### src/design/norm_clipped_group_sum_defines.svh
// Assertion macros for the grouped-sum block.
`ifndef NORM_CLIPPED_GROUP_SUM_DEFINES_SVH
`define NORM_CLIPPED_GROUP_SUM_DEFINES_SVH
`ifndef SYNTHESIS
`define NCGS_ASSERT_IMP(lbl, clk, rst, a, c) \
  lbl: assert property (@(posedge clk) disable iff (rst) (a) |-> (c)) \
    else $error("assertion failed");
`define NCGS_ASSERT_NXT(lbl, clk, rst, a, c) \
  lbl: assert property (@(posedge clk) disable iff (rst) (a) |=> (c)) \
    else $error("assertion failed");
`else
`define NCGS_ASSERT_IMP(lbl, clk, rst, a, c)
`define NCGS_ASSERT_NXT(lbl, clk, rst, a, c)
`endif
`endif

### src/design/ncgs_pkg.sv
package ncgs_pkg;
  localparam logic [1:0] FUNC_CLIENT = 2'd0;
  localparam logic [1:0] FUNC_MERGE = 2'd1;
  localparam logic [1:0] FUNC_READ = 2'd2;
  localparam logic [1:0] FUNC_NOP = 2'd3;
  localparam logic [1:0] REG_LINF = 2'd0;
  localparam logic [1:0] REG_L1 = 2'd1;
  localparam logic [1:0] REG_L2 = 2'd2;

  typedef enum logic [14:0] {
    S_IDLE   = 15'b000000000000001,
    S_CLIENT = 15'b000000000000010,
    S_LREAD  = 15'b000000000000100,
    S_LWAIT  = 15'b000000000001000,
    S_LACC   = 15'b000000000010000,
    S_SQRT   = 15'b000000000100000,
    S_DIV1   = 15'b000000001000000,
    S_DIV2   = 15'b000000010000000,
    S_AREAD  = 15'b000000100000000,
    S_AWAIT  = 15'b000001000000000,
    S_AMUL   = 15'b000010000000000,
    S_AADD   = 15'b000100000000000,
    S_MERGE  = 15'b001000000000000,
    S_READ   = 15'b010000000000000,
    S_CLEAR  = 15'b100000000000000
  } state_t;

  typedef struct packed {
    logic load_in;
    logic clr_step;
    logic client_wr;
    logic norm_start;
    logic list_rd;
    logic sum_rd;
    logic norm_acc;
    logic sqrt_step;
    logic div1_init;
    logic div2_init;
    logic div_step;
    logic div1_done;
    logic div2_done;
    logic mul_step;
    logic add_step;
    logic merge_wr;
    logic read_out;
    logic clr_touch;
  } cmd_t;

  typedef struct packed {
    logic clr_done;
    logic in_last;
    logic list_end;
    logic iter_done;
  } sts_t;
endpackage

### src/design/ncgs_ctrl.sv
`include "norm_clipped_group_sum_defines.svh"
module ncgs_ctrl (
  input  logic clk,
  input  logic rst,
  input  logic start,
  input  logic [1:0] func,
  input  ncgs_pkg::sts_t sts,
  output ncgs_pkg::cmd_t cmd,
  output logic busy
);
  import ncgs_pkg::*;

  state_t state, state_next;

  always_ff @(posedge clk) begin
    if (rst) state <= S_CLEAR;
    else state <= state_next;
  end

  always_comb begin
    cmd = '0;
    state_next = state;
    busy = (state != S_IDLE);
    unique case (state)
      S_CLEAR: begin
        cmd.clr_step = 1'b1;
        if (sts.clr_done) state_next = S_IDLE;
      end
      S_IDLE: begin
        if (start) begin
          cmd.load_in = 1'b1;
          unique case (func)
            FUNC_CLIENT: state_next = S_CLIENT;
            FUNC_MERGE: state_next = S_MERGE;
            FUNC_READ: state_next = S_READ;
            default: state_next = S_IDLE;
          endcase
        end
      end
      S_CLIENT: begin
        cmd.client_wr = 1'b1;
        if (sts.in_last) begin
          cmd.norm_start = 1'b1;
          state_next = S_LREAD;
        end else state_next = S_IDLE;
      end
      S_LREAD: begin
        if (sts.list_end) state_next = S_SQRT;
        else begin
          cmd.list_rd = 1'b1;
          state_next = S_LWAIT;
        end
      end
      S_LWAIT: begin
        cmd.sum_rd = 1'b1;
        state_next = S_LACC;
      end
      S_LACC: begin
        cmd.norm_acc = 1'b1;
        state_next = S_LREAD;
      end
      S_SQRT: begin
        cmd.sqrt_step = 1'b1;
        if (sts.iter_done) begin
          cmd.div1_init = 1'b1;
          state_next = S_DIV1;
        end
      end
      S_DIV1: begin
        cmd.div_step = 1'b1;
        if (sts.iter_done) begin
          cmd.div1_done = 1'b1;
          cmd.div2_init = 1'b1;
          state_next = S_DIV2;
        end
      end
      S_DIV2: begin
        cmd.div_step = 1'b1;
        if (sts.iter_done) begin
          cmd.div2_done = 1'b1;
          state_next = S_AREAD;
        end
      end
      S_AREAD: begin
        if (sts.list_end) begin
          cmd.clr_touch = 1'b1;
          state_next = S_IDLE;
        end else begin
          cmd.list_rd = 1'b1;
          state_next = S_AWAIT;
        end
      end
      S_AWAIT: begin
        cmd.sum_rd = 1'b1;
        state_next = S_AMUL;
      end
      S_AMUL: begin
        cmd.mul_step = 1'b1;
        state_next = S_AADD;
      end
      S_AADD: begin
        cmd.add_step = 1'b1;
        state_next = S_AREAD;
      end
      S_MERGE: begin
        cmd.merge_wr = 1'b1;
        state_next = S_IDLE;
      end
      S_READ: begin
        cmd.read_out = 1'b1;
        state_next = S_IDLE;
      end
      default: state_next = S_CLEAR;
    endcase
  end

  `NCGS_ASSERT_NXT(a_start_leaves_idle, clk, rst, start && !busy && func != FUNC_NOP, busy)
  `NCGS_ASSERT_IMP(a_one_hot, clk, rst, 1'b1, $onehot(state))
  `NCGS_ASSERT_IMP(a_out_idle_next, clk, rst, cmd.read_out, state == S_READ)
endmodule

### config.mk
export PLATFORM = sky130hd
export DESIGN_NAME = ncgs_ctrl
export DESIGN_NICKNAME = d
export VERILOG_FILES = /design/src/design/ncgs_pkg.sv /design/src/design/ncgs_ctrl.sv
export VERILOG_INCLUDE_DIRS = /design/src /design/src/design
export SDC_FILE = /design/constraint.sdc
export NUM_CORES = 1
export LEC_CHECK = 0
export BUFFER_PORTS_ARGS = -buffer_cell sky130_fd_sc_hd__clkbuf_2
export CAP_MARGIN = 20
export CORE_ASPECT_RATIO = 1.75
export CORE_MARGIN = 5
export CORE_UTILIZATION = 45
export CTS_CLUSTER_DIAMETER = 100
export CTS_CLUSTER_SIZE = 30
export DETAILED_ROUTE_END_ITERATION = 8
export GPL_TIMING_DRIVEN = 1
export PLACE_DENSITY = 0.7
export SETUP_SLACK_MARGIN = 0.4
export SKIP_LAST_GASP = 1
export SYNTH_ARGS = -nofsm -noshare
export SYNTH_HDL_FRONTEND = slang
export SYNTH_SLANG_ARGS = --single-unit
export TNS_END_PERCENT = 5
### constraint.sdc
create_clock -name clk -period 2.43 [get_ports clk]
set_clock_uncertainty 0.15 [all_clocks]
set_input_delay 0.3645 -clock clk [delete_from_list [all_inputs] [get_ports clk]]
set_output_delay 0.3645 -clock clk [all_outputs]
set_load 0.005 [all_outputs]
==> results of run 1 <==
==> synth_stat cells (2+ instances only) <==
cell / count / area [sq um]
nand3_1: 5 / 25.02
o21ai_0: 4 / 20.02
buf_2: 2 / 10.01
nor4b_1: 11 / 96.34
or3_2: 2 / 15.01
o21ai_1: 3 / 15.01
nand4_1: 2 / 12.51
and2_1: 4 / 25.02
and4_2: 2 / 20.02
nor4_2: 2 / 25.02
xor2_1: 2 / 17.52
or4b_2: 2 / 20.02
dfxtp_1: 15 / 300.3
nand2b_1: 2 / 12.51
nor2_1: 5 / 18.77
inv_1: 5 / 18.77
a22oi_1: 2 / 15.01
a21oi_1: 5 / 25.02
nor4_1: 3 / 18.77
and3_1: 2 / 12.51
o32ai_1: 3 / 26.28
xnor2_1: 2 / 17.52
nor3_1: 8 / 40.04
or4_4: 2 / 22.52
nand2_1: 5 / 18.77
==> cell usage in the layout, fill, tap and decap left out, types with 4 or more instances in the layout <==
master    instances
nor3_1            6
nor4b_1           9
nand2_1           5
o21ai_0           4
dfxtp_1           8
dfxtp_2           5
a21oi_1           5
buf_4             9
clkbuf_2         27
==> routing by layer <==
layer,vias to the layer above,GRT usage (%),part of all wire [%]
li1,556,-,-
met1,567,20.50,37
met2,50,35.10,53
met3,14,4.067,5.1
met4,0,15.08,4.8
met5,-,0,0
==> cell families (layout without fill, tap and decap cells) <==
| group | Yosys count | after routing | synth area share [%] |
|---|---|---|---|
| XOR/XNOR | 4 | 4 | 3.234 |
| AO/OA/AOI/OAI | 24 | 24 | 15.71 |
| AND/OR/NAND/NOR | 68 | 68 | 46.19 |
| buffers and inverters | 12 | 47 | 7.159 |
| flip-flops | 15 | 15 | 27.71 |
==> report_power, final <==
| part | switching, uW | internal [uW] | total [uW] |
|---|---|---|---|
| clock | 89.2 | 116 | 206 |
| sequential | 26.4 | 258 | 285 |
| combinational | 200 | 159 | 359 |
| total | 316 | 534 | 850 |
==> worst max-delay path: stages, from the launching register on <==
cell	delay (ns)
dfxtp_4	0.38
or4_4	0.57
nor3_4	0.31
and2_4	0.21
clkbuf_2	0.11
==> stage by stage <==
step | setup slack (ns) | util [%] | instances | total power (uW)
floorplan | 0.4043 | - | 123 | 496.8
CTS | 0.1143 | 59.29 | 181 | 834.5
finish | 0.08820 | 60.98 | 183 | 849.5
global placement | 0.2639 | 53.10 | 172 | 577.3
global route | 0.02913 | 60.98 | 183 | 895.3
detailed placement | 0.1965 | 53.10 | 172 | 580.3
==> what timing repair did <==
item,CTS,global route
buffers inserted,5,2
setup endpoints to repair,27,29
pin swaps,4,4
hold buffers,0,0
gates resized for setup,18,9
==> area by class of cell <==
cell class,instances,area (sq um)
Fill cell,202,898.4
Multi-Input combinational cell,96,783.3
Sequential cell,15,314.1
Timing Repair Buffer,37,207.7
Clock buffer,4,45.04
Tap cell,25,31.28
Inverter,6,22.52
==> path summary, 6_finish.rpt <==
path	end	cells after the start
worst min register to register	state[10]$_SDFFE_PP0P_	2
worst max register to register	state[0]$_SDFFE_PP0P_	6
worst min-delay path	state[13]$_SDFFE_PP0P_	2
worst max-delay path	cmd[11]	4
==> run_results.csv, run 1 <==
group,metric,value,unit
finish,registers.top_by_ff_count,"state",
cts,cts_buffers,3,
global_route,overflow,0,
die,ios,28,
global_route,grt_first_pass_wirelength,5126,um
global_route,grt_pass1_vias,1127,
die,die_area,3528,sq um
die,std_cell_rows,23,
cts,clk_latency,0.25,ns
sta,rsz0062_at_grt,"yes",
sta,slew_headroom,58.43,%
sta,holdWs,0.1663,ns
min_path,hp-start,"func[0]",
placement,place.gp.congestion,0.9583,
setup_path,path_max_fanout,6,
yosys,synthCells,123,
pwr,p_per_area,605.1,nW/um^2
setup_path,cp_data_required_time,1.92,ns
die,die_y,74.92,um
pwr,p_leak,0.0005605,uW
die,die_x,47.10,um
yosys,ys_ff_latch,15,
cts,clk_pin_slew,0.06,ns
sta,timing.final.crit_share,96.37,%
cts,cts_tree,"done",
flow_run,cap_violations,0,
finish,synthToLayoutAreaGrowth,29.56,%
setup_path,worstSetupStartpointType,"flop",
setup_path,criticalPathCategory,"flop to output port",
drt,num_vias,1187,
yosys,synthFlopType,"dfxtp_1",
yosys,yosysUniqueCellTypes,48,
drt,drt-pass1-iter-count,6,
cts,cts_buffer_depth,2,
yosys,avgSynthCellArea,8.809,sq um
sta,slew_viol_final,0,
yosys,synth_edf_count,0,
yosys,syn_nets,132,
outcome,status,"finished clean",
cts,htreeDepth,1,
sta,min_period,2.342,ns
sta,fin_tns_setup,0,ns
pwr,ir_worst_vdd,0.5586,mV
yosys,seq_area_frac_synth,27.71,%
drt,postRouteAntennaNets,0,
min_path,hold_path.class,"input port to flop",
yosys,ys_warn_count,0,
drt,via_per_inst,6.486,
sta,finalHoldViolCount,0,
finish,drive_gt1_share,49.37,%
setup_path,setup.worst_path.end_class,"output port",
setup_path,cp.arrival,1.83,ns
finish,antenna_cells,0,
sta,final-setup-viol-count,0,
die,core_area,2302,sq um
cts,cts.sinks,15,
drt,drc,0,
global_route,antenna_found_initial,0,
finish,final_area,1404,sq um
placement,placed_cell_area,1222,sq um
finish,fin_nets,168,
global_route,grt_usage,20.40,%
drt,drt-initial-drc-count,45,
die,start_util,47.07,%
placement,dp_hpwl,2395,um
global_route,grt_max_degree,14,
cts,root_buffer,"clkbuf_8",
finish,largest_reg_flops,15,
setup_path,crit_start,"state[1]$_SDFFE_PP0P_",
setup_path,r2r_setup_slack,0.19,ns
yosys,async_reset_ff_share,0,%
finish,largestRegisters,"state (15)",
drt,drt-total-wl,3283,um
sta,worstMarginPinSlew,0.6178,ns
sta,max_freq,427.0,MHz
drt,wl_per_cell,17.94,um
yosys,netlist_area,1084,sq um
placement,io_buffers,27,
setup_path,reg2reg_from,"state[9]$_SDFFE_PP0P_",
(Power assumes the default switching activity.)
==> run 2: changes to the inputs <==
BUFFER_PORTS_ARGS = not set   (was -buffer_cell sky130_fd_sc_hd__clkbuf_2)
DONT_BUFFER_PORTS = 1   (was not set)
PLACE_DENSITY = not set   (was 0.7)
==> run_results.csv, run 2 (same netlist as run 1, synthesis figures left out) <==
group,metric,value,unit
die,die_y,74.92,um
setup_path,cpMaxStageDelayCell,"or4b_2",
outcome,status,"finished clean",
drt,drc,0,
setup_path,worst-r2r-cell-count,6,
pwr,p_leak,0.0004763,uW
cts,clk_latency,0.26,ns
setup_path,cp.buffers_inverters,0,
die,ios,28,
sta,slew_viol_final,0,
sta,timing.final.crit_share,93.46,%
global_route,grt_first_pass_wirelength,5037,um
drt,num_vias,1085,
finish,synthToLayoutAreaGrowth,22.40,%
setup_path,r2r_setup_slack,0.19,ns
pwr,p_per_area,627.6,nW/um^2
setup_path,path_max_fanout,6,
min_path,hold_path_end,"state[6]$_SDFFE_PP0P_",
sta,min_period,2.271,ns
cts,cts.sinks,15,
finish,final_area,1326,sq um
sta,rsz0062_at_grt,"yes",
setup_path,worstSetupStartpointType,"flop",
setup_path,cp_cell_sequence,"or4b_2, o22a_2, nor2_4",
die,start_util,47.07,%
cts,htreeDepth,1,
drt,drt-pass1-iter-count,4,
pwr,ir_worst_vdd,0.5349,mV
die,core_area,2302,sq um
drt,wl_per_cell,19.97,um
finish,final_common_cell,"buf_4",
setup_path,cp.arrival,1.76,ns
min_path,min_delay_path_depth,1,
finish,final_cell_mix,"12 x buf_4, 9 x nor4b_1, 7 x nor3_1, 7 x dfxtp_1, 6 x dfxtp_2",
finish,antenna_cells,0,
sta,fin_tns_setup,0,ns
finish,largestRegisters,"state (15)",
setup_path,setup.worst_path.end_class,"output port",
cts,cts_tree,"done",
die,std_cell_rows,23,
sta,final-setup-viol-count,0,
finish,fin_nets,144,
placement,placed_cell_area,1095,sq um
global_route,grt_max_degree,14,
min_path,hp-start,"rst",
sta,finalHoldViolCount,0,
drt,via_per_inst,6.824,
setup_path,cpPeakStageDelay,0.73,ns
sta,worstMarginPinSlew,0.6122,ns
sta,slew_headroom,58.61,%
cts,root_buffer,"clkbuf_8",
sta,max_freq,440.3,MHz
setup_path,r2r-end,"state[0]$_SDFFE_PP0P_",
drt,drt-initial-drc-count,48,
global_route,grt_pass1_vias,995,
drt,drt-total-wl,3175,um
finish,registers.top_by_ff_count,"state",
finish,largest_reg_flops,15,
setup_path,reg2reg_from,"state[9]$_SDFFE_PP0P_",
min_path,hold_path.class,"input port to flop",
placement,place.gp.congestion,0.8596,
setup_path,cp_data_required_time,1.92,ns
flow_run,cap_violations,0,
drt,postRouteAntennaNets,0,
cts,cts_buffers,3,
setup_path,cp_top_family,"simple AND/OR/NAND/NOR gates",
global_route,grt_usage,20.09,%
placement,dp_hpwl,2286,um
setup_path,criticalPathCategory,"flop to output port",
finish,drive_gt1_share,42.54,%
placement,io_buffers,0,
die,die_x,47.10,um
global_route,overflow,0,
die,die_area,3528,sq um
global_route,antenna_found_initial,0,
cts,clk_pin_slew,0.06,ns
cts,cts_buffer_depth,2,
run 2: cell types whose count changed in the layout (fill, tap and decap cells not counted), sizes merged:
cell          change
clkbuf           -27
buf               +2
dlymetal6s2s      +1
run 2: layer usage:
layer / vias up / routed length (um) / global-route usage [%]
met5: - / 0 / 0
met2: 56 / 1675 / 33.89
met4: 0 / 123 / 10.15
met3: 13 / 252 / 4.785
li1: 506 / - / -
met1: 510 / 1124 / 22.63
run 2: report_power, final:
group / total [uW] / internal (uW) / switching (uW)
sequential: 281 / 257 / 24.2
clock: 214 / 117 / 97.4
combinational: 337 / 142 / 195
total: 832 / 515 / 317
run 2: worst max-delay path by stage:
| stage | cells past startpoint | slack (ns) | from | endpoint |
|---|---|---|---|---|
| 2_1_floorplan | 5 | 0.40 | state[1]$_SDFFE_PP0P_ | state[0]$_SDFFE_PP0P_ |
| 3_3_place_gp | 5 | 0.24 | state[4]$_SDFFE_PP0P_ | state[1]$_SDFFE_PP0P_ |
| 3_5_place_dp | 4 | 0.24 | state[8]$_SDFFE_PP0P_ | cmd[14] |
| 4_1_cts | 4 | 0.20 | state[9]$_SDFFE_PP0P_ | cmd[14] |
| 5_1_grt | 3 | 0.06 | state[2]$_SDFFE_PP0P_ | cmd[13] |
| 6_report | 3 | 0.16 | state[0]$_SDFFE_PP0P_ | cmd[12] |
run 2: what timing repair did:
action / in CTS / in global routing
endpoints found under the setup margin: 28 / 29
pin swaps: 5 / 5
hold endpoints to repair: 0 / 0
hold buffers: 0 / 0
gates resized for setup: 25 / 7
setup buffers: 4 / 5
run 2: layout make-up:
cell class | instances | area, sq um
clock buffer | 4 | 45.04
fill | 212 | 975.9
inverter | 6 | 22.52
multi-input combinational | 96 | 809.5
sequential | 15 | 315.3
tap | 25 | 31.28
timing repair buffer | 13 | 102.6
run 2: through the flow:
stage	hold slack [ns]	util [%]	worst slack (ns)	cells	total power, uW
after floorplan	0.2859	-	0.4043	123	496.8
after global placement	0.2859	47.55	0.2392	146	552.6
after detailed placement	0.2871	47.55	0.2362	146	553.9
after CTS	0.006395	54.62	0.1956	154	815.2
after global routing	0.009164	57.61	0.05798	159	874.8
final	0.01037	57.61	0.1589	159	832.3
